$ cat src/hdl/clx_pkg.sv
`timescale 1ns / 1ps

package clx_pkg;

    localparam int KIND_W     = 5;
    localparam int CHAR_W     = 8;
    localparam int LEX_DEPTH  = 16;
    localparam int ADDR_W     = $clog2(LEX_DEPTH);
    localparam int CNT_W      = ADDR_W + 1;
    localparam int LEX_KEEP   = 15;
    localparam int POS_W      = 16;
    localparam int KW_NUM     = 6;

    // token kinds
    localparam logic [KIND_W-1:0] K_END     = 5'd0;
    localparam logic [KIND_W-1:0] K_ERR     = 5'd1;
    localparam logic [KIND_W-1:0] K_IDENT   = 5'd2;
    localparam logic [KIND_W-1:0] K_DEC     = 5'd3;
    localparam logic [KIND_W-1:0] K_HEX     = 5'd4;
    localparam logic [KIND_W-1:0] K_MAIN    = 5'd5;
    localparam logic [KIND_W-1:0] K_SLASH   = 5'd11;
    localparam logic [KIND_W-1:0] K_NE      = 5'd12;
    localparam logic [KIND_W-1:0] K_EQEQ    = 5'd13;
    localparam logic [KIND_W-1:0] K_ASSIGN  = 5'd14;
    localparam logic [KIND_W-1:0] K_LE      = 5'd15;
    localparam logic [KIND_W-1:0] K_LT      = 5'd16;
    localparam logic [KIND_W-1:0] K_GE      = 5'd17;
    localparam logic [KIND_W-1:0] K_GT      = 5'd18;
    localparam logic [KIND_W-1:0] K_INC     = 5'd19;
    localparam logic [KIND_W-1:0] K_PLUS    = 5'd20;
    localparam logic [KIND_W-1:0] K_DECR    = 5'd21;
    localparam logic [KIND_W-1:0] K_MINUS   = 5'd22;
    localparam logic [KIND_W-1:0] K_STAR    = 5'd23;
    localparam logic [KIND_W-1:0] K_PERCENT = 5'd24;
    localparam logic [KIND_W-1:0] K_COMMA   = 5'd25;
    localparam logic [KIND_W-1:0] K_SEMI    = 5'd26;
    localparam logic [KIND_W-1:0] K_LPAREN  = 5'd27;
    localparam logic [KIND_W-1:0] K_RPAREN  = 5'd28;
    localparam logic [KIND_W-1:0] K_LBRACE  = 5'd29;
    localparam logic [KIND_W-1:0] K_RBRACE  = 5'd30;

    typedef enum logic [3:0] {
        M_IDLE   = 4'd0,
        M_SLASH  = 4'd1,
        M_LINE   = 4'd2,
        M_BLOCK  = 4'd3,
        M_BSTAR  = 4'd4,
        M_IDENT  = 4'd5,
        M_DEC    = 4'd6,
        M_ZERO   = 4'd7,
        M_HEXPRE = 4'd8,
        M_HEX    = 4'd9,
        M_BANG   = 4'd10,
        M_EQ     = 4'd11,
        M_LT     = 4'd12,
        M_GT     = 4'd13,
        M_PLUS   = 4'd14,
        M_MINUS  = 4'd15
    } mode_t;

    typedef enum logic [2:0] {
        E_IDLE,
        E_RD,
        E_LD,
        E_SINGLE,
        E_WRITE
    } emit_state_t;

    // what one input byte does
    typedef struct packed {
        logic                flush_en;
        logic [KIND_W-1:0]   flush_kind;
        logic [CNT_W-1:0]    flush_len;
        logic                single_en;
        logic [KIND_W-1:0]   single_kind;
        logic [CHAR_W-1:0]   single_byte;
        logic                wr_en;
        logic                wr_late;
        logic [ADDR_W-1:0]   wr_addr;
        logic [CHAR_W-1:0]   wr_data;
        logic                begin_en;
        mode_t               mode_next;
        logic [CNT_W-1:0]    count_next;
        logic [KW_NUM-1:0]   mask_next;
    } act_t;

endpackage

$ cat src/hdl/c_subset_lexical_scanner.sv
// Flow: a flushed token goes through E_RD (one lexeme RAM read) and E_LD (one output load)
// for each byte, and E_LD waits while the output is stalled; a single-character token is
// loaded from E_SINGLE, and a new token that starts right after a flush passes E_WRITE to
// write its first byte.
// Throughput: a word that gives no result is taken every cycle while idle.
// Reset (aresetn low, synchronous) returns to idle at line 0, column 0; the RAM is not cleared.
`timescale 1ns / 1ps

module c_subset_lexical_scanner (
    input  logic                              aclk,
    input  logic                              aresetn,
    input  logic                              s_valid,
    output logic                              s_ready,
    input  logic [clx_pkg::CHAR_W-1:0]        s_char_code,
    output logic                              m_valid,
    input  logic                              m_ready,
    output logic [clx_pkg::KIND_W-1:0]        m_token_kind,
    output logic [clx_pkg::CHAR_W-1:0]        m_lexeme_byte,
    output logic [clx_pkg::ADDR_W-1:0]        m_byte_index,
    output logic [clx_pkg::POS_W-1:0]         m_token_line,
    output logic [clx_pkg::POS_W-1:0]         m_token_column,
    output logic                              m_token_done,
    output logic                              m_run_last
);
    import clx_pkg::*;

    localparam logic [POS_W-1:0] POS_MAX = '1;

    mode_t             mode_reg;
    logic [CNT_W-1:0]  count_reg;
    logic [KW_NUM-1:0] mask_reg;
    logic [POS_W-1:0]  line_reg, line_next;
    logic [POS_W-1:0]  col_reg, col_next;
    logic [POS_W-1:0]  start_line_reg;
    logic [POS_W-1:0]  start_col_reg;

    act_t act;
    logic emit_idle;
    logic accept;

    assign s_ready = emit_idle;
    assign accept  = s_valid && s_ready;

    clx_decode u_decode (
        .mode  (mode_reg),
        .count (count_reg),
        .mask  (mask_reg),
        .c     (s_char_code),
        .act   (act)
    );

    clx_emit u_emit (
        .aclk           (aclk),
        .aresetn        (aresetn),
        .start          (accept),
        .act            (act),
        .tok_line       (start_line_reg),
        .tok_col        (start_col_reg),
        .cur_line       (line_reg),
        .cur_col        (col_reg),
        .idle           (emit_idle),
        .m_valid        (m_valid),
        .m_ready        (m_ready),
        .m_token_kind   (m_token_kind),
        .m_lexeme_byte  (m_lexeme_byte),
        .m_byte_index   (m_byte_index),
        .m_token_line   (m_token_line),
        .m_token_column (m_token_column),
        .m_token_done   (m_token_done),
        .m_run_last     (m_run_last)
    );

    // saturating position; a zero byte does not advance the column
    always_comb begin
        line_next = line_reg;
        col_next  = col_reg;
        if (s_char_code == "\n") begin
            if (line_reg != POS_MAX) begin
                line_next = line_reg + POS_W'(1);
            end
            col_next = '0;
        end else if (s_char_code != 8'h00) begin
            if (col_reg != POS_MAX) begin
                col_next = col_reg + POS_W'(1);
            end
        end
    end

    always_ff @(posedge aclk) begin
        if (!aresetn) begin
            mode_reg       <= M_IDLE;
            count_reg      <= '0;
            mask_reg       <= '0;
            line_reg       <= '0;
            col_reg        <= '0;
            start_line_reg <= '0;
            start_col_reg  <= '0;
        end else if (accept) begin
            mode_reg  <= act.mode_next;
            count_reg <= act.count_next;
            mask_reg  <= act.mask_next;
            line_reg  <= line_next;
            col_reg   <= col_next;
            if (act.begin_en) begin
                start_line_reg <= line_reg;
                start_col_reg  <= col_reg;
            end
        end
    end

endmodule

$ cat src/hdl/clx_decode.sv
`timescale 1ns / 1ps

module clx_decode (
    input  clx_pkg::mode_t                     mode,
    input  logic [clx_pkg::CNT_W-1:0]          count,
    input  logic [clx_pkg::KW_NUM-1:0]         mask,
    input  logic [clx_pkg::CHAR_W-1:0]         c,
    output clx_pkg::act_t                      act
);
    import clx_pkg::*;

    localparam int KW_MAXLEN = 6;
    localparam logic [CHAR_W-1:0] KW_TEXT [KW_NUM][KW_MAXLEN] = '{
        '{"m", "a", "i", "n", 8'h00, 8'h00},
        '{"f", "o", "r", 8'h00, 8'h00, 8'h00},
        '{"c", "o", "n", "s", "t", 8'h00},
        '{"i", "n", "t", 8'h00, 8'h00, 8'h00},
        '{"l", "o", "n", "g", 8'h00, 8'h00},
        '{"r", "e", "t", "u", "r", "n"}
    };
    localparam logic [2:0] KW_LEN [KW_NUM] = '{3'd4, 3'd3, 3'd5, 3'd3, 3'd4, 3'd6};

    function automatic logic is_digit(input logic [CHAR_W-1:0] ch);
        return ch >= "0" && ch <= "9";
    endfunction

    function automatic logic is_alpha(input logic [CHAR_W-1:0] ch);
        return (ch >= "a" && ch <= "z") || (ch >= "A" && ch <= "Z") || ch == "_";
    endfunction

    function automatic logic is_hexd(input logic [CHAR_W-1:0] ch);
        return is_digit(ch) || (ch >= "a" && ch <= "f") || (ch >= "A" && ch <= "F");
    endfunction

    logic              do_app;
    logic              do_idle;
    logic              fl_req;
    logic [KIND_W-1:0] fl_kind;
    logic [KIND_W-1:0] id_kind;
    logic [KW_NUM-1:0] app_mask;
    logic [KW_NUM-1:0] init_mask;
    logic              multi_en;
    mode_t             multi_mode;
    logic              one_en;
    logic [KIND_W-1:0] one_kind;
    logic [CHAR_W-1:0] one_byte;

    // keyword candidates: match on the kept bytes and the exact length
    always_comb begin
        id_kind = K_IDENT;
        for (int j = KW_NUM - 1; j >= 0; j--) begin
            app_mask[j]  = (count < CNT_W'(KW_LEN[j])) && (KW_TEXT[j][count[2:0]] == c);
            init_mask[j] = (KW_TEXT[j][0] == c);
            if (mask[j] && count == CNT_W'(KW_LEN[j])) begin
                id_kind = K_MAIN + KIND_W'(j);
            end
        end
    end

    // what a byte does between tokens
    always_comb begin
        multi_en   = 1'b0;
        multi_mode = M_IDLE;
        one_en     = 1'b0;
        one_kind   = K_ERR;
        one_byte   = c;
        case (c)
            " ", "\t", "\n": begin
            end
            8'h00: begin
                one_en   = 1'b1;
                one_kind = K_END;
                one_byte = "#";
            end
            "/": begin multi_en = 1'b1; multi_mode = M_SLASH; end
            "!": begin multi_en = 1'b1; multi_mode = M_BANG;  end
            "=": begin multi_en = 1'b1; multi_mode = M_EQ;    end
            "<": begin multi_en = 1'b1; multi_mode = M_LT;    end
            ">": begin multi_en = 1'b1; multi_mode = M_GT;    end
            "+": begin multi_en = 1'b1; multi_mode = M_PLUS;  end
            "-": begin multi_en = 1'b1; multi_mode = M_MINUS; end
            "*": begin one_en = 1'b1; one_kind = K_STAR;    end
            "%": begin one_en = 1'b1; one_kind = K_PERCENT; end
            ",": begin one_en = 1'b1; one_kind = K_COMMA;   end
            ";": begin one_en = 1'b1; one_kind = K_SEMI;    end
            "(": begin one_en = 1'b1; one_kind = K_LPAREN;  end
            ")": begin one_en = 1'b1; one_kind = K_RPAREN;  end
            "{": begin one_en = 1'b1; one_kind = K_LBRACE;  end
            "}": begin one_en = 1'b1; one_kind = K_RBRACE;  end
            default: begin
                if (c == "0") begin
                    multi_en = 1'b1; multi_mode = M_ZERO;
                end else if (is_digit(c)) begin
                    multi_en = 1'b1; multi_mode = M_DEC;
                end else if (is_alpha(c)) begin
                    multi_en = 1'b1; multi_mode = M_IDENT;
                end else begin
                    one_en = 1'b1; one_kind = K_ERR;
                end
            end
        endcase
    end

    always_comb begin
        act            = '0;
        act.mode_next  = mode;
        act.count_next = count;
        act.mask_next  = mask;
        do_app         = 1'b0;
        do_idle        = 1'b0;
        fl_req         = 1'b0;
        fl_kind        = K_ERR;

        case (mode)
            M_SLASH: begin
                if (c == "/") begin
                    act.mode_next = M_LINE;
                end else if (c == "*") begin
                    act.mode_next = M_BLOCK;
                end else begin
                    fl_req = 1'b1; fl_kind = K_SLASH; do_idle = 1'b1;
                end
            end
            M_LINE: begin
                if (c == 8'h00) begin
                    do_idle = 1'b1;
                end else if (c == "\n") begin
                    act.mode_next = M_IDLE;
                end
            end
            M_BLOCK: begin
                if (c == 8'h00) begin
                    do_idle = 1'b1;
                end else if (c == "*") begin
                    act.mode_next = M_BSTAR;
                end
            end
            M_BSTAR: begin
                if (c == 8'h00) begin
                    do_idle = 1'b1;
                end else if (c == "/") begin
                    act.mode_next = M_IDLE;
                end else if (c != "*") begin
                    act.mode_next = M_BLOCK;
                end
            end
            M_IDENT: begin
                if (is_alpha(c) || is_digit(c)) begin
                    do_app = 1'b1;
                end else begin
                    fl_req = 1'b1; fl_kind = id_kind; do_idle = 1'b1;
                end
            end
            M_DEC: begin
                if (is_digit(c)) begin
                    do_app = 1'b1;
                end else begin
                    fl_req = 1'b1; fl_kind = K_DEC; do_idle = 1'b1;
                end
            end
            M_ZERO: begin
                if (c == "x") begin
                    do_app = 1'b1; act.mode_next = M_HEXPRE;
                end else if (is_digit(c)) begin
                    do_app = 1'b1; act.mode_next = M_DEC;
                end else begin
                    fl_req = 1'b1; fl_kind = K_DEC; do_idle = 1'b1;
                end
            end
            M_HEXPRE: begin
                if (is_hexd(c)) begin
                    do_app = 1'b1; act.mode_next = M_HEX;
                end else begin
                    // swallow the offending byte unless it ends the text
                    fl_req = 1'b1; fl_kind = K_ERR; do_idle = (c == 8'h00);
                end
            end
            M_HEX: begin
                if (is_hexd(c)) begin
                    do_app = 1'b1;
                end else begin
                    fl_req = 1'b1; fl_kind = K_HEX; do_idle = 1'b1;
                end
            end
            M_BANG: begin
                if (c == "=") begin
                    do_app = 1'b1; fl_req = 1'b1; fl_kind = K_NE;
                end else begin
                    fl_req = 1'b1; fl_kind = K_ERR; do_idle = 1'b1;
                end
            end
            M_EQ: begin
                if (c == "=") begin
                    do_app = 1'b1; fl_req = 1'b1; fl_kind = K_EQEQ;
                end else begin
                    fl_req = 1'b1; fl_kind = K_ASSIGN; do_idle = 1'b1;
                end
            end
            M_LT: begin
                if (c == "=") begin
                    do_app = 1'b1; fl_req = 1'b1; fl_kind = K_LE;
                end else begin
                    fl_req = 1'b1; fl_kind = K_LT; do_idle = 1'b1;
                end
            end
            M_GT: begin
                if (c == "=") begin
                    do_app = 1'b1; fl_req = 1'b1; fl_kind = K_GE;
                end else begin
                    fl_req = 1'b1; fl_kind = K_GT; do_idle = 1'b1;
                end
            end
            M_PLUS: begin
                if (c == "+") begin
                    do_app = 1'b1; fl_req = 1'b1; fl_kind = K_INC;
                end else begin
                    fl_req = 1'b1; fl_kind = K_PLUS; do_idle = 1'b1;
                end
            end
            M_MINUS: begin
                if (c == "-") begin
                    do_app = 1'b1; fl_req = 1'b1; fl_kind = K_DECR;
                end else begin
                    fl_req = 1'b1; fl_kind = K_MINUS; do_idle = 1'b1;
                end
            end
            default: begin
                do_idle = 1'b1;
            end
        endcase

        // drop bytes past the kept length
        if (do_app && count < CNT_W'(LEX_KEEP)) begin
            act.wr_en      = 1'b1;
            act.wr_addr    = count[ADDR_W-1:0];
            act.wr_data    = c;
            act.count_next = count + CNT_W'(1);
            act.mask_next  = mask & app_mask;
        end

        if (fl_req) begin
            act.flush_en   = 1'b1;
            act.flush_kind = fl_kind;
            act.flush_len  = act.count_next;
            act.count_next = '0;
            act.mode_next  = M_IDLE;
        end

        if (do_idle) begin
            act.mode_next = M_IDLE;
            if (multi_en) begin
                act.begin_en   = 1'b1;
                act.wr_en      = 1'b1;
                // the pending lexeme must be read out before slot zero is reused
                act.wr_late    = act.flush_en;
                act.wr_addr    = '0;
                act.wr_data    = c;
                act.count_next = CNT_W'(1);
                act.mask_next  = init_mask;
                act.mode_next  = multi_mode;
            end else if (one_en) begin
                act.begin_en    = 1'b1;
                act.single_en   = 1'b1;
                act.single_kind = one_kind;
                act.single_byte = one_byte;
                act.count_next  = '0;
            end
        end
    end

endmodule

$ cat src/hdl/clx_emit.sv
`timescale 1ns / 1ps

module clx_emit (
    input  logic                              aclk,
    input  logic                              aresetn,
    input  logic                              start,
    input  clx_pkg::act_t                     act,
    input  logic [clx_pkg::POS_W-1:0]         tok_line,
    input  logic [clx_pkg::POS_W-1:0]         tok_col,
    input  logic [clx_pkg::POS_W-1:0]         cur_line,
    input  logic [clx_pkg::POS_W-1:0]         cur_col,
    output logic                              idle,
    output logic                              m_valid,
    input  logic                              m_ready,
    output logic [clx_pkg::KIND_W-1:0]        m_token_kind,
    output logic [clx_pkg::CHAR_W-1:0]        m_lexeme_byte,
    output logic [clx_pkg::ADDR_W-1:0]        m_byte_index,
    output logic [clx_pkg::POS_W-1:0]         m_token_line,
    output logic [clx_pkg::POS_W-1:0]         m_token_column,
    output logic                              m_token_done,
    output logic                              m_run_last
);
    import clx_pkg::*;

    logic [CHAR_W-1:0] mem [LEX_DEPTH];

    emit_state_t       state_reg, state_next;
    logic [ADDR_W-1:0] idx_reg, idx_next;
    logic [CHAR_W-1:0] rd_data_reg;

    logic [KIND_W-1:0] fl_kind_reg;
    logic [CNT_W-1:0]  fl_len_reg;
    logic [POS_W-1:0]  fl_line_reg;
    logic [POS_W-1:0]  fl_col_reg;
    logic              sg_en_reg;
    logic [KIND_W-1:0] sg_kind_reg;
    logic [CHAR_W-1:0] sg_byte_reg;
    logic [POS_W-1:0]  sg_line_reg;
    logic [POS_W-1:0]  sg_col_reg;
    logic              lw_en_reg;
    logic [ADDR_W-1:0] lw_addr_reg;
    logic [CHAR_W-1:0] lw_data_reg;

    logic              m_valid_reg;
    logic [KIND_W-1:0] kind_reg;
    logic [CHAR_W-1:0] byte_reg;
    logic [ADDR_W-1:0] index_reg;
    logic [POS_W-1:0]  line_reg;
    logic [POS_W-1:0]  col_reg;
    logic              done_reg;
    logic              last_reg;

    logic              out_free;
    logic              last_byte;
    logic              load_fl;
    logic              load_sg;
    logic              mem_rd;
    logic              lw_do;
    logic              mem_we;
    logic [ADDR_W-1:0] mem_wa;
    logic [CHAR_W-1:0] mem_wd;

    assign out_free  = !m_valid_reg || m_ready;
    assign last_byte = (CNT_W'(idx_reg) + CNT_W'(1)) == fl_len_reg;
    assign idle      = (state_reg == E_IDLE);

    always_ff @(posedge aclk) begin
        if (!aresetn) begin
            state_reg <= E_IDLE;
        end else begin
            state_reg <= state_next;
        end
    end

    always_comb begin
        state_next = state_reg;
        idx_next   = idx_reg;
        load_fl    = 1'b0;
        load_sg    = 1'b0;
        mem_rd     = 1'b0;
        lw_do      = 1'b0;
        case (state_reg)
            E_IDLE: begin
                idx_next = '0;
                if (start) begin
                    if (act.flush_en) begin
                        state_next = E_RD;
                    end else if (act.single_en) begin
                        state_next = E_SINGLE;
                    end
                end
            end
            E_RD: begin
                mem_rd     = 1'b1;
                state_next = E_LD;
            end
            E_LD: begin
                if (out_free) begin
                    load_fl = 1'b1;
                    if (last_byte) begin
                        if (sg_en_reg) begin
                            state_next = E_SINGLE;
                        end else if (lw_en_reg) begin
                            state_next = E_WRITE;
                        end else begin
                            state_next = E_IDLE;
                        end
                    end else begin
                        idx_next   = idx_reg + ADDR_W'(1);
                        state_next = E_RD;
                    end
                end
            end
            E_SINGLE: begin
                if (out_free) begin
                    load_sg    = 1'b1;
                    state_next = lw_en_reg ? E_WRITE : E_IDLE;
                end
            end
            E_WRITE: begin
                lw_do      = 1'b1;
                state_next = E_IDLE;
            end
            default: begin
                state_next = E_IDLE;
            end
        endcase
    end

    always_comb begin
        mem_we = lw_do || (start && act.wr_en && !act.wr_late);
        mem_wa = lw_do ? lw_addr_reg : act.wr_addr;
        mem_wd = lw_do ? lw_data_reg : act.wr_data;
    end

    always_ff @(posedge aclk) begin
        if (mem_we) begin
            mem[mem_wa] <= mem_wd;
        end
        if (mem_rd) begin
            rd_data_reg <= mem[idx_reg];
        end
    end

    // hold the work of one input byte
    always_ff @(posedge aclk) begin
        idx_reg <= idx_next;
        if (start) begin
            fl_kind_reg <= act.flush_kind;
            fl_len_reg  <= act.flush_len;
            fl_line_reg <= tok_line;
            fl_col_reg  <= tok_col;
            sg_kind_reg <= act.single_kind;
            sg_byte_reg <= act.single_byte;
            sg_line_reg <= cur_line;
            sg_col_reg  <= cur_col;
            lw_addr_reg <= act.wr_addr;
            lw_data_reg <= act.wr_data;
        end
    end

    always_ff @(posedge aclk) begin
        if (!aresetn) begin
            sg_en_reg <= 1'b0;
            lw_en_reg <= 1'b0;
        end else if (start) begin
            sg_en_reg <= act.single_en;
            lw_en_reg <= act.wr_en && act.wr_late;
        end
    end

    always_ff @(posedge aclk) begin
        if (!aresetn) begin
            m_valid_reg <= 1'b0;
        end else if (load_fl || load_sg) begin
            m_valid_reg <= 1'b1;
        end else if (m_ready) begin
            m_valid_reg <= 1'b0;
        end
    end

    always_ff @(posedge aclk) begin
        if (load_fl) begin
            kind_reg  <= fl_kind_reg;
            byte_reg  <= rd_data_reg;
            index_reg <= idx_reg;
            line_reg  <= fl_line_reg;
            col_reg   <= fl_col_reg;
            done_reg  <= last_byte;
            last_reg  <= last_byte && !sg_en_reg;
        end else if (load_sg) begin
            kind_reg  <= sg_kind_reg;
            byte_reg  <= sg_byte_reg;
            index_reg <= '0;
            line_reg  <= sg_line_reg;
            col_reg   <= sg_col_reg;
            done_reg  <= 1'b1;
            last_reg  <= 1'b1;
        end
    end

    assign m_valid        = m_valid_reg;
    assign m_token_kind   = kind_reg;
    assign m_lexeme_byte  = byte_reg;
    assign m_byte_index   = index_reg;
    assign m_token_line   = line_reg;
    assign m_token_column = col_reg;
    assign m_token_done   = done_reg;
    assign m_run_last     = last_reg;

endmodule

$ cat config.mk
export PLATFORM = sky130hd
export DESIGN_NAME = c_subset_lexical_scanner
export DESIGN_NICKNAME = d
export VERILOG_FILES = /design/src/hdl/clx_pkg.sv /design/src/hdl/c_subset_lexical_scanner.sv /design/src/hdl/clx_decode.sv /design/src/hdl/clx_emit.sv
export SDC_FILE = /design/constraint.sdc
export NUM_CORES = 1
export LEC_CHECK = 0
export BUFFER_PORTS_ARGS = -buffer_cell sky130_fd_sc_hd__buf_2
export CAP_MARGIN = 20
export CORE_MARGIN = 3
export CORE_UTILIZATION = 35
export CTS_CLUSTER_SIZE = 8
export DETAILED_ROUTE_END_ITERATION = 16
export PLACE_DENSITY_LB_ADDON = 0.25
export SETUP_SLACK_MARGIN = 0.15
export SLEW_MARGIN = 40
export SYNTH_ARGS = -nofsm -noshare
export SYNTH_HDL_FRONTEND = slang
export SYNTH_SLANG_ARGS = --single-unit
$ cat constraint.sdc
create_clock -name aclk -period 5.52 [get_ports aclk]
set_input_delay 0.552 -clock aclk [delete_from_list [all_inputs] [get_ports aclk]]
set_output_delay 0.552 -clock aclk [all_outputs]
set_load 0.05 [all_outputs]
==> results of run 1 <==
[final cells by class]
cell class                 instances  share of cell area
clock buffer                      89              0.0777
clock inverter                     3             0.00220
inverter                          27             0.00537
multi-input combinational        874               0.311
sequential                       375               0.538
tap                              615              0.0398
timing repair buffer              85              0.0261
[layout by cell type (no fill, tap or decap), drive strengths merged, types with 5 or more instances in the layout]
cell type	n
inv	26
a22oi	13
nor4b	5
o2111ai	6
a21boi	8
and3	14
a21oi	56
ha	12
nor2	85
o211ai	5
mux2	54
o31ai	7
a211oi	7
buf	85
mux4	16
nand4	16
dfxtp	85
nand3	66
a32oi	6
nand2b	9
nor2b	26
a221oi	8
nor4	8
nand2	132
edfxtp	290
nor3	23
and2	33
xnor2	28
o22ai	9
clkbuf	89
xor2	21
mux2i	34
or3	5
o21ai	81
a31oi	13
o32ai	6
[per-layer routing]
metal,track usage,share of wire
met5,0,0.00022
met3,0.0311,0.062
met2,0.244,0.45
met4,0.0491,0.026
met1,0.225,0.46
[critical path: cells and delay by family (launching register included)]
kind            cells  cell delay [ps]
compound gates      2             1060
flops               1              720
buf+inv             1              310
fa+ha+maj           1              260
simple gates        5             1260
[worst max-delay path by stage]
stage / start / to / cells past startpoint
after floorplan: u_emit.state_reg[0] / u_emit.mem[11][0] / 11
after global placement: s_char_code[1] / u_emit.mem[4][7] / 10
after detailed placement: s_char_code[1] / u_emit.mem[5][3] / 10
after CTS: mode_reg[3] / u_emit.mem[5][2] / 9
after global routing: s_char_code[1] / u_emit.mem[12][3] / 10
final: mode_reg[3] / u_emit.mem[12][7] / 9
[Yosys cell counts (13+ instances only)]
cell,number
dfxtp_1,85
nand2_1,131
clkbuf_1,48
a22oi_1,13
nor2b_1,25
mux2i_1,34
a21oi_1,54
xor2_1,21
o21ai_2,28
and2_1,29
nor3_1,22
nor2_1,84
mux4_2,16
a31oi_1,13
nand4_1,15
buf_6,14
inv_1,26
edfxtp_1,290
and3_1,14
nand3_1,65
o21ai_0,52
xnor2_1,28
mux2_2,54
[power groups by stage]
stage	combinational, mW	sequential (mW)	clock, mW
after floorplan	1.81	4.30	0
after global placement	2.85	4.04	0
after detailed placement	2.94	4.00	0
after CTS	2.94	3.96	3.05
after global routing	3.16	4.00	3.18
final	2.91	3.95	2.97
[cell families after synthesis]
family                   after synthesis
other                                  1
AO/OA/AOI/OAI                        260
multiplexers                         104
flip-flops                           375
buffers and inverters                116
adder cells (fa/ha/maj)               12
XOR/XNOR                              49
AND/OR/NAND/NOR                      448
[metrics by stage]
step	power, mW	instances
after detailed placement	6.94	1976
after global placement	6.89	1972
after CTS	9.95	2068
final	9.83	2068
after floorplan	6.11	1365
after global routing	10.3	2068
==> impl_results.md, run 1 <==
* Area of the multi-input gates at between 0.006 and 0.007 mm^2
* H-tree Lvls at 2
* Sequential-to-total area share from yosys stat at 0.612
* Net Sw Frac at 0.347
* Synth Area in Compound Gates at 0.107
* Max Slew Vio Count at 0
* Ports at 65
* Synth Instances at between 1k and 1.5k
* TritonCTS clock tree: done
* XOR/XNOR Fraction of Synth Area at 0.0253
* FILL cells at between 4k and 5k
* Post-layout util at 0.404
* Number of flip-flops in the largest register at 128
* Mux cell area share after synthesis at 0.0770
* Synth Area in Adders at 0.00883
* First-pass GRT wire length at ~64000 um
* CP Launch Type: flop
* Synth warn at 0
* CP required at 5740 ps
* Cell area after synthesis at between 0.015 and 0.02 mm^2
* Net count after synthesis at 1389
* Part of the power in registers at 0.402
* Storage cell area at ~0.010 mm^2
* Critical Path Max Stage Delay at 720 ps
* Reg clk slew, reported paths at ~50 ps
* Worst R2R Setup Slack at around 1500 ps
* Post-CTS Setup Bufs at 0
* CP endpoint kind: flop
* Clock share of power at 0.302
* Combinational power share at 0.296
* Status: completed
* DIE WIDTH at between 200 and 250 um
* Fin crit share at 0.723
* Clk_skew at 28.4 ps
* Total GRT Usage at 0.158
* Max_cap viols at 0
* Initial Utilization at 0.355
* Worst-path cell chain: inv_1 -> or3_1 -> nor3_2 -> nor4_2 -> a21oi_4 -> ha_1 -> nand2_1 -> a31oi_1 -> nor2_1
* Post-CTS Resized at 0
* #FFs+latches synth at roughly 380
* Yosys top cell by area: edfxtp_1
* Fin. Hold Viols at 0
* Worst slew pin tran at about 840 ps
* Setup-violating endpoint count in the final report at 0
* Antenna cells at 0
* Area Growth Syn to Fin at 13.8%
* CP max-delay cell: dfxtp_1
* Largest family of logic cells by synthesized area: simple AND/OR/NAND/NOR gates
* Min-delay src: start_col_reg[10]
* CP arrival at roughly 4200 ps
* Ys flop type: edfxtp_1
* Post-synth EDFFs at 290
* Die footprint at roughly 0.051 mm^2
* Hold/Removal Path Class: reg -> reg
* DRC violations left at 0
* CP max FO at 19
* Hold EP: u_emit.fl_col_reg[10]
* Die height at between 200 and 250 um
* Dpl ws at around 1100 ps
* Routed Antenna Nets at 0
* FF-to-FF End: u_emit.mem[12][7]
* Avg Inst Size Synth at 12.5 um^2
* Core area at around 0.048 mm^2
* Hold path cells at 0
* TritonRoute pass-1 iters at 6
* Post-Route WL at between 40000 and 50000 um
* Via Count at 11.0k
* Post-layout min period at between 3000 and 4000 ps
* Worst-case reg-to-reg path depth at 9
* Power density cells at ~510 mW/mm^2
* Setup ws final at roughly 1500 ps
* Post-CTS Hold Fix Bufs at 0
* Maximum buffer depth of the clock tree at 3
* Simple-Gate Fraction of Synth Area at 0.134
* Worst R2R Start: mode_reg[3]
* Final instance area at about 0.019 mm^2
* CTS Buf Count at 53
* Yosys top cell area share at 0.512
* Most flops, register: u_emit.mem
* Sink Count at about 380
* RSZ-0062 raised after global routing: false
* Root buffer cell: clkbuf_16
* Rows at 80
* Fin Hold WS at about 430 ps
* Synth async-reset ratio at 0
* Clock latency on the worst-skew pair at approximately 560 ps
* Area contributors post-synth: edfxtp_1, dfxtp_1, mux2_2
* Remaining Overflow, GRT at 0
* Post-DP Area at roughly 0.018 mm^2
* Vias in the first global route at between 10k and 15k
* Switch Pwr at 3.41 mW
* Lkg Pwr at approximately 6.5 nW
* Slew headroom at 0.442
* Layout cells sized above 1 at 0.185
* Yosys cell types at 93
* Largest net degree at the start of global routing at 65
* Port bufs at 64
* DP HPWL at about 27000 um
* Vias per inst at 5.32
* Fmax at ~250 MHz
* Max VDD drop at a little under 0.3 mV
* Worst Setup Path Type: reg -> reg
* Placer Congestion at roughly 0.92
* Antenna violations before repair at 1
* Final nets at 1440
* Wire length per cell at ~20 um
* Iteration-0 DRC Markers at 904
* Post-route setup TNS at 0 ps
* Internal at 6.42 mW
Note: power is estimated with default switching activity, not from simulation.
==> inputs of run 2 (changes only) <==
clock period = 3.2 ns   (was 5.52 ns; I/O delays follow)
==> run 2 against run 1 <==
- utilization rose by 2.1 points
- register-to-register slack worse by 1200 ps
- critical path depth rose by 3
- die area is the same
- count of clock-buffer cells in the layout increased by 8
- global-route usage grew 0.52 points
- first-iteration DRC count up 6.7%
==> impl_results.md, run 2 (synthesis results as in run 1) <==
* Final nets at roughly 1.6k
* Total GRT Usage at 0.163
* CTS Buf Count at 53
* Vias per inst at roughly 5.2
* CP Launch Type: input pin
* Vias in the first global route at 11.3k
* FF-to-FF End: u_emit.mem[15][4]
* Number of flip-flops in the largest register at 128
* Worst R2R Setup Slack at approximately 310 ps
* Hold/Removal Path Class: in -> reg
* Wire length per cell at between 15 and 20 um
* Critical Path Max Stage Delay at approximately 590 ps
* Clock latency on the worst-skew pair at ~570 ps
* CP endpoint kind: flop
* DP HPWL at approximately 28000 um
* Worst-case reg-to-reg path depth at 11
* Post-CTS Setup Bufs at 0
* Most flops, register: u_emit.mem
* H-tree Lvls at 2
* Fin crit share at 0.907
* Worst slew pin tran at 760 ps
* Core area at 0.0478 mm^2
* Antenna cells at 0
* DR WL met3 at around 2400 um
* Fin Hold WS at 237 ps
* DRC violations left at 0
* Post-CTS Hold Fix Bufs at 0
* Worst-path cell chain: buf_2 -> or4_1 -> o2111ai_1 -> o311ai_1 -> buf_4 -> nor3_1 -> o22ai_2 -> buf_4 -> and3_1 -> a32oi_2 -> nor2_1 -> buf_4
* TritonRoute pass-1 iters at 7
* WL met2 at between 15000 and 20000 um
* Area Growth Syn to Fin at 19.7%
* Placer Congestion at 0.917
* Hold path cells at 3
* Fin. Hold Viols at 0
* Most common cell after layout, fill and taps aside: edfxtp_1
* Ports at 65
* Slew headroom at 0.493
* Reg clk slew, reported paths at approximately 50 ps
* Highest Signal Layer: met4
* Clk_skew at ~20 ps
* Layout cells sized above 1 at 0.252
* Metal-1 WL at 18800 um
* Die footprint at between 0.05 and 0.06 mm^2
* Post-layout min period at between 2000 and 3000 ps
* Most frequent cells in the layout: edfxtp_1, nand2_1, buf_4
* Root buffer cell: clkbuf_16
* First-pass GRT wire length at 65400 um
* Die height at around 230 um
* Max Slew Vio Count at 0
* Remaining Overflow, GRT at 0
* Worst Setup Path Type: in -> reg
* CP max FO at 8
* Largest net degree at the start of global routing at 65
* FILL cells at roughly 4.5k
* Hold EP: u_emit.state_reg[2]
* Setup ws final at ~300 ps
* Via Count at 11.4k
* Min-delay src: aresetn
* Final instance area at 0.0203 mm^2
* Post-Route WL at a little over 40000 um
* Power density cells at about 850 mW/mm^2
* Worst R2R Start: mode_reg[2]
* Dpl ws at -410 ps
* RSZ-0062 raised after global routing: false
* Routed Antenna Nets at 0
* Rows at 80
* TritonCTS clock tree: done
* Max VDD drop at 0.472 mV
* Setup-violating endpoint count in the final report at 0
* Post-DP Area at about 0.019 mm^2
* DIE WIDTH at between 200 and 250 um
* Fmax at ~340 MHz
* CP max-delay cell: or4_1
* Initial Utilization at 0.355
* Maximum buffer depth of the clock tree at 3
* CP arrival at approximately 3200 ps
* Antenna violations before repair at 0
* Lkg Pwr at between 7 and 8 nW
* CP required at around 3500 ps
* Sink Count at between 300 and 400
* Port bufs at 64
* Status: completed
* Max_cap viols at 0
* Most used cell along the critical path: buf_4
* Iteration-0 DRC Markers at around 970
* Post-layout util at 0.425
[run 2: what timing repair did]
item | in CTS | in global routing
gates cloned | 0 | 1
endpoints found under the setup margin | 128 | 240
pin swaps | 0 | 1
resized for setup | 5 | 16
[run 2: report_power, final]
group	internal (mW)	leakage [nW]	switching (mW)
logic	1.89	2.93	3.63
clock network	3.16	0.729	1.96
registers	6.37	3.45	0.320
total	11.4	7.11	5.91
[run 2: worst max path at each step]
stage                         from                end  slack (ps)  depth (start not counted)
global route        s_char_code[0]  u_emit.mem[12][3]         160                         11
CTS                    mode_reg[2]   u_emit.mem[7][7]         100                         12
global placement    s_char_code[0]  u_emit.mem[12][1]        -290                         11
floorplan           s_char_code[7]  u_emit.mem[15][0]        -120                         12
finish              s_char_code[0]   u_emit.mem[7][7]         300                         12
detailed placement  s_char_code[0]  u_emit.mem[12][0]        -410                         11
[run 2: stage by stage]
stage	cells	TNS (ps)	power (mW)
final	2188	0	17.3
after detailed placement	2088	-52400	12.3
after global placement	2088	-42210	12.3
after floorplan	1365	-8620	10.5
after CTS	2187	0	17.5
after global routing	2188	0	18.2
[run 2: metal layers]
metal / up-vias / GRT usage
met1: 5531 / 0.231
met3: 89 / 0.0315
li1: 5468 / -
met4: 0 / 0.0623
met5: - / 0
met2: 331 / 0.249
[run 2: worst max-delay path, delay by kind of cell]
family	cells	cell delay, ps
AOI/OAI and AO/OA	4	1050
buffers and inverters	4	680
and+or+nand+nor	4	1150
[run 2: cell type report]
class | count | area (um^2) | area share
clock buffers | 97 | 1520 | 0.0748
well taps | 615 | 769 | 0.0378
inverters | 27 | 104 | 0.00510
clock inverters | 2 | 23.8 | 0.00117
repair buffers | 198 | 1420 | 0.0697
flip-flops and latches | 375 | 10400 | 0.512
multi-input cells | 874 | 6100 | 0.300
